==> src/ahs_pkg.sv <==
// shared types and constants for the address hash set
`timescale 1ns / 1ps

package ahs_pkg;

  localparam int TABLE_ENTRIES = 256;
  localparam int SLOT_W        = $clog2(TABLE_ENTRIES);
  localparam int CNT_W         = $clog2(TABLE_ENTRIES + 1);

  localparam int KEY_W    = 64;
  localparam int BUCKET_W = 8;
  localparam int ENTRY_W  = 9;
  localparam int MAXE_W   = 9;
  localparam int CMP_W    = (CNT_W > MAXE_W) ? CNT_W : MAXE_W;
  localparam int HASH_W   = 32;
  localparam int BYTES    = KEY_W / 8;
  localparam int BYTE_W   = $clog2(BYTES);

  localparam logic [HASH_W-1:0] FNV_BASIS = 32'd2166136261;
  localparam logic [HASH_W-1:0] FNV_PRIME = 32'd16777619;
  localparam logic [MAXE_W-1:0] MAXE_RESET = 9'd192;

  typedef enum logic [0:0] {
    CMD_INSERT = 1'b0,
    CMD_DELETE = 1'b1
  } command_t;

  typedef enum logic [2:0] {
    ST_INSERTED = 3'd0,
    ST_PRESENT  = 3'd1,
    ST_REMOVED  = 3'd2,
    ST_MISSING  = 3'd3,
    ST_FULL     = 3'd4,
    ST_NULL     = 3'd5
  } status_t;

  typedef enum logic [1:0] {
    TAG_EMPTY = 2'd0,
    TAG_USED  = 2'd1,
    TAG_GONE  = 2'd2
  } tag_t;

  typedef struct packed {
    logic load;
    logic hash_step;
    logic rd_en;
    logic check;
    logic finish;
  } ahs_cmd_t;

  typedef struct packed {
    logic key_zero;
    logic hash_last;
    logic probe_stop;
  } ahs_sts_t;

endpackage

==> src/ahs_ctrl.sv <==
// request sequencer: hashing, probe loop and result strobe
`timescale 1ns / 1ps

module ahs_ctrl (
  input  logic              clk,
  input  logic              rst_n,
  input  logic              start,
  input  ahs_pkg::ahs_sts_t sts,
  output ahs_pkg::ahs_cmd_t cmd,
  output logic              busy,
  output logic              out_valid
);
  import ahs_pkg::*;

  typedef enum logic [4:0] {
    S_IDLE   = 5'b00001,
    S_HASH   = 5'b00010,
    S_READ   = 5'b00100,
    S_CHECK  = 5'b01000,
    S_FINISH = 5'b10000
  } state_t;

  state_t state_r, state_nxt;
  logic   out_valid_r;

  always_comb begin
    state_nxt = state_r;
    cmd       = '0;
    unique case (state_r)
      S_IDLE: begin
        if (start) begin
          cmd.load  = 1'b1;
          state_nxt = S_HASH;
        end
      end
      S_HASH: begin
        if (sts.key_zero) begin
          state_nxt = S_FINISH;
        end else begin
          cmd.hash_step = 1'b1;
          if (sts.hash_last) begin
            state_nxt = S_READ;
          end
        end
      end
      S_READ: begin
        cmd.rd_en = 1'b1;
        state_nxt = S_CHECK;
      end
      S_CHECK: begin
        cmd.check = 1'b1;
        state_nxt = sts.probe_stop ? S_FINISH : S_READ;
      end
      S_FINISH: begin
        cmd.finish = 1'b1;
        state_nxt  = S_IDLE;
      end
      default: begin
        state_nxt = S_IDLE;
      end
    endcase
  end

  always_ff @(posedge clk) begin
    if (!rst_n) begin
      state_r     <= S_IDLE;
      out_valid_r <= 1'b0;
    end else begin
      state_r     <= state_nxt;
      out_valid_r <= (state_r == S_FINISH);
    end
  end

  assign busy      = (state_r != S_IDLE);
  assign out_valid = out_valid_r;

endmodule

==> config.mk <==
export PLATFORM = sky130hd
export DESIGN_NAME = ahs_ctrl
export DESIGN_NICKNAME = d
export VERILOG_FILES = /design/src/ahs_pkg.sv /design/src/ahs_ctrl.sv
export SDC_FILE = /design/constraint.sdc
export NUM_CORES = 1
export LEC_CHECK = 0
export BUFFER_PORTS_ARGS = -buffer_cell sky130_fd_sc_hd__buf_2
export CORE_AREA = 2 2 39 41
export DETAILED_ROUTE_END_ITERATION = 10
export DIE_AREA = 0 0 41 43
export SYNTH_ARGS = -nofsm -noshare
export SYNTH_HDL_FRONTEND = slang
export SYNTH_SLANG_ARGS = --single-unit
==> constraint.sdc <==
create_clock -name clk -period 3.7 [get_ports clk]
set_clock_uncertainty 0.15 [all_clocks]
set_input_delay 0 -clock clk [delete_from_list [all_inputs] [get_ports clk]]
set_output_delay 0 -clock clk [all_outputs]
set_load 0.03 [all_outputs]
# Word-level counts from Yosys, hierarchy flattened
# Cells that the tools add are included.
[word_totals] out_inout_bits=7 register_bits=6 inputBits=6
[op_classes] muxes=12 n_reduce_logical=1 eq_ne=8
[ops] operator="$mux W5" count=4
[ops] operator="$pmux W5 S4" count=1
[ops] operator="$mux W1" count=7
[ops] operator="$eq A5 B1 Y1 const B" count=1
[ops] operator="$eq A5 B2 Y1 const B" count=1
[ops] operator="$eq A5 B3 Y1 const B" count=1
[ops] operator="$eq A5 B4 Y1 const B" count=1
[ops] operator="$eq A5 B5 Y1 const B" count=1
[ops] operator="$ne A5 B1 Y1 const B" count=1
[ops] operator="$ne A3 B3 Y1 const B" count=1
[ops] operator="$ne A2 B2 Y1 const B" count=1
[ops] operator="$reduce_and A2 Y1" count=1

# Logic depth before layout (Yosys ltp)
[logic_depth] depth_word=3 depth_mapped=3 mapped_depth_nobuf=3

# Least setup slack after synthesis
# Ideal clock, no wire load.
[synth_timing] path_type="register to register" startpoint="register state_r[2]" endpoint="register out_valid_r, in the netlist out_valid" path_slack_ps=2080 arrival_time_ps=1409 t_required_ps=3489 stages_incl_launch_ff=4 n_path_buf=0 synth_period_minus_slack_ps=1620 path_cell_list="dfxtp_1 or3_4 nor3b_2 and2_1"
[synth_between] elab_chain_cells=1
[synth_rtl] item="from (decl)" line_no="ahs_ctrl.sv:23" source="state_t state_r, state_nxt;"
[synth_rtl] item="from (signal assigned)" line_no="ahs_ctrl.sv:69" source="state_r <= state_nxt;"
[synth_rtl] item="$eq A5 B5 Y1" line_no="ahs_ctrl.sv:70" source="out_valid_r <= (state_r == S_FINISH);"
[synth_rtl] item="to (signal assigned)" line_no="ahs_ctrl.sv:70"
[synth_rtl] item="to (decl)" line_no="ahs_ctrl.sv:24" source="logic out_valid_r;"
# No other way between the ends.
# A chain may end at the register's enable or synchronous reset.

# Worst setup path in the final report
[layout_timing] startpoint="register state_r[2]" endpoint="register state_r[1]"
[layout_between] elab_chain_cells=3 elab_cells_between_ends=8
[layout_rtl] item="$eq A5 B2 Y1 or $eq A5 B1 Y1 (tied branches)" line_no="ahs_ctrl.sv:29" source="unique case (state_r)"
[layout_rtl] item="$ne A3 B3 Y1 (no line) or $ne A2 B2 Y1 (tied branches)"
[layout_rtl] item="$reduce_and A2 Y1 (no line)"
# Several ways; a longest one is shown, not always the timed one.

==> impl.org <==
** Route
- First-iteration detailed-routing DRC count :: 3
- DR DRC count :: 0
- The first detailed-routing pass ran for 2 iterations.
- After detailed routing, the average wire length per cell comes to 9.41 um.
- Via count :: 319
- Remaining antenna violation count :: 0
- Via density per instance :: 4.37
- Routed wire length :: 687 um

** Finish
- Nets :: 65
- Number of inserted diodes :: 0
- In the final layout, the multi-input gates occupy 190 sq um.
- Of the cells placed in the final design, the portion with a size suffix greater than 1 is between 30% and 40%.
- Summing all flip-flop and latch instances after layout gives 120 sq um.
- Number of fillers in the final layout :: around 150
- Relative to the synthesized area, the layout overhead comes to 51.2%.
- Final instance count without filler cells :: 73

** Pwr
- Share of power burned in registers :: 44.7%
- PD cells :: roughly 320 nW/um^2
- The clock network is responsible for 38.0% of the overall power.
- Total net switching power :: 0.0390 mW
- Of the total power, combinational logic draws ~17%.
- The worst-case IR drop observed on VDD is 0.187 mV.
- In this run switching power makes up 25.1% of total power.
- Summed over all cells, the static leakage comes to 0.227 nW.
- The internal power of the cells totals 0.116 mW.

** Global route
- Global-route wire length before repair :: 1.07 mm
- The via count of the first global-routing pass came to around 280.
- GRT Total Usage :: under 10%
- Antenna violations before repair :: 0
- Summed over all layers, the global routing overflow is 0.
- Entering global routing, the biggest net connects 9 pins.

** STA
- Setup violations remaining at the end of the flow were counted as 0.
- The smallest clock period supported by the final layout is computed as 1.88 ns.
- The max-slew violation count is 0.
- In the final timing run, aggregate negative setup slack is 0 ns.
- Hold Violations, Final :: 0
- Based on the critical path, the design can be clocked at up to 531 MHz.
- Setup repair after global routing left no endpoint under its margin.
- Least-Margin Pin Slew :: 0.448 ns
- Across all hold checks on the routed design, the worst slack comes to roughly 0.015 ns.
- In this run the tightest slew margin relative to its limit is between 60% and 70%.
- The final critical path takes up 50.9% of the cycle.

** Placed design
- Final weighted congestion in routability-driven placement :: 0.811
- Once detailed placement completed, the half-perimeter wirelength came to 560 um.
- In this run the tool buffered the top-level ports with 12 buffer cells.
- Dpl cells :: 64

** Synthesis
- Synthesis inferred 6 register bits.
- Summing the sequential cell areas from Yosys gives 37.8% of the chip area.
- Synthesized net count :: 42
- In the synthesized netlist, the number of instances is 36.
- The netlist uses 22 different library cells.
- For this run, the number of Yosys warnings is 0.
- Summing every instance area after synthesis gives 318 sq um.
- After synthesis, the mean cell area works out to 8.83 sq um.

** Die
- Core footprint :: 1380 sq um
- From bottom edge to top edge, the die measures ~43 um.
- During I/O placement, the number of pins put on the boundary was 13.
- The die covers between 1500 and 2000 sq um.
- For this configuration, the core starts out at a cell density of 23.0%.
- Measured along the x axis, the die boundary spans 41 um.
- Site Rows :: 14

** Outcome
- The run finished with clean final reports.

** Clock network
- After clock tree synthesis, the clock-pin slew on the worst setup and hold paths is roughly 0.040 ns.
- Number of cells upsized or downsized after cts :: 0
- The cell sitting at the root of the clock tree is a sky130_fd_sc_hd__clkbuf_4.
- Clock tree from TritonCTS :: built
- Max H-tree Level :: 1
- Worst-case clock buffer depth :: 2
- Worst-skew pair later-pin latency :: 0.24 ns
- The tree built by TritonCTS fans out to 6 sinks.
- Clock buffer count from CTS :: 3

** Setup path
- Kind of critical path :: register to register
- The worst setup path is captured at a register.
- WP data required :: between 3 and 4 ns
- Maximum fanout encountered on the critical timing path :: 7
- The worst setup path is launched from a register.
- At the worst endpoint, the arrival time is 1.92 ns.

** Job
- Across the run, the number of max-cap violations was 0.

** Worst hold path
- In this run the worst hold path is classified as primary input to register.
## metal layers
metal	vias to the layer above	track usage [%]	share of wire, %
met5	-	0	0
met4	0	8.00	2.6
met3	2	1.57	4.4
met2	10	11.3	40
met1	131	12.9	53
li1	176	-	-
## placed cells by master, fill, tap and decap left out, types with 2 or more instances in the layout
| master | Yosys | final |
|---|---|---|
| sky130_fd_sc_hd__inv_1 | 2 | 2 |
| sky130_fd_sc_hd__dfxtp_1 | 6 | 6 |
| sky130_fd_sc_hd__dlygate4sd3_1 | 0 | 6 |
| sky130_fd_sc_hd__nor2b_1 | 2 | 2 |
| sky130_fd_sc_hd__nand2b_1 | 2 | 2 |
| sky130_fd_sc_hd__nand2_1 | 2 | 2 |
| sky130_fd_sc_hd__buf_2 | 0 | 12 |
| sky130_fd_sc_hd__nor4_1 | 2 | 2 |
| sky130_fd_sc_hd__nor2_1 | 2 | 2 |
| sky130_fd_sc_hd__clkbuf_4 | 0 | 3 |
| sky130_fd_sc_hd__and2_1 | 3 | 3 |
| sky130_fd_sc_hd__o21ai_0 | 2 | 2 |
## logic make-up (layout without fill, tap and decap cells)
group	Yosys count	count (layout)	synth area share [%]
AND/OR/NAND/NOR	22	22	46.9
buffers and inverters	2	23	2.36
flip-flops	6	6	37.8
AO/OA/AOI/OAI	6	6	13.0
## layout make-up
class,instances,share of cell area [%]
clock buffer,3,4.69
timing repair buffer,18,25.0
sequential,6,25.0
tap,16,4.17
inverter,2,1.56
multi-input combinational,28,39.6
## synth_stat cells
cell / instances / area share, %
sky130_fd_sc_hd__and2_1: 3 / 5.9
sky130_fd_sc_hd__and3_1: 1 / 2.0
sky130_fd_sc_hd__and3_2: 1 / 2.4
sky130_fd_sc_hd__and3b_1: 1 / 2.8
sky130_fd_sc_hd__dfxtp_1: 6 / 38
sky130_fd_sc_hd__inv_1: 2 / 2.4
sky130_fd_sc_hd__nand2_1: 2 / 2.4
sky130_fd_sc_hd__nand2b_1: 2 / 3.9
sky130_fd_sc_hd__nand3_1: 1 / 1.6
sky130_fd_sc_hd__nand3b_1: 1 / 2.4
sky130_fd_sc_hd__nor2_1: 2 / 2.4
sky130_fd_sc_hd__nor2b_1: 2 / 3.9
sky130_fd_sc_hd__nor3_2: 1 / 3.1
sky130_fd_sc_hd__nor3b_2: 1 / 3.9
sky130_fd_sc_hd__nor4_1: 2 / 3.9
sky130_fd_sc_hd__nor4b_1: 1 / 2.8
sky130_fd_sc_hd__o21a_1: 1 / 2.4
sky130_fd_sc_hd__o21ai_0: 2 / 3.1
sky130_fd_sc_hd__o21ai_1: 1 / 1.6
sky130_fd_sc_hd__o2bb2ai_1: 1 / 2.8
sky130_fd_sc_hd__o311a_1: 1 / 3.1
sky130_fd_sc_hd__or3_4: 1 / 3.5
## final timing paths
kind	slack, ns	cells past startpoint	startpoint	end
worst max register to register	1.82	4	state_r[2]$_SDFFE_PN0P_	state_r[1]$_SDFFE_PN0P_
worst max-delay path	1.82	4	state_r[2]$_SDFFE_PN0P_	state_r[1]$_SDFFE_PN0P_
worst min-delay path	0.01	3	start	state_r[1]$_SDFFE_PN0P_
worst min register to register	0.45	2	state_r[4]$_SDFFE_PN0P_	state_r[0]$_SDFFE_PN1P_
## what timing repair did
action                                 4_1_cts  5_1_grt
endpoints found under the hold margin        5        0
hold buffers                                 6        0
setup buffers                                0        0
## power by group through the flow
stage | sequential (mW) | clock, mW | combinational (mW)
2_1_floorplan | 0.0700 | 0 | 0.0161
3_5_place_dp | 0.0705 | 0 | 0.0235
3_3_place_gp | 0.0706 | 0 | 0.0237
4_1_cts | 0.0693 | 0.0617 | 0.0271
5_1_grt | 0.0700 | 0.0643 | 0.0291
6_report | 0.0694 | 0.0589 | 0.0269
## sequential cells by signal (all words and copies together), names as in the netlist
register / flops
state_r: 5
out_valid: 1
## through the flow
step	utilization, %	instance area [sq um]	worst slack, ns	total power, mW
3_5_place_dp	28.8	398	2.34	0.0940
2_1_floorplan	-	318	2.08	0.0860
6_report	34.7	480	1.82	0.155
5_1_grt	34.7	480	1.75	0.163
3_3_place_gp	28.8	398	2.37	0.0942
4_1_cts	34.7	480	1.82	0.158
## critical path, stage by stage (launching register included)
cell and delay (ns):
sky130_fd_sc_hd__dfxtp_1 0.35, sky130_fd_sc_hd__or3_4 0.42, sky130_fd_sc_hd__nor4_1 0.22, sky130_fd_sc_hd__dlygate4sd3_1 0.59
sky130_fd_sc_hd__o21a_1 0.10
No activity file was read; power rests on OpenSTA's default activity.
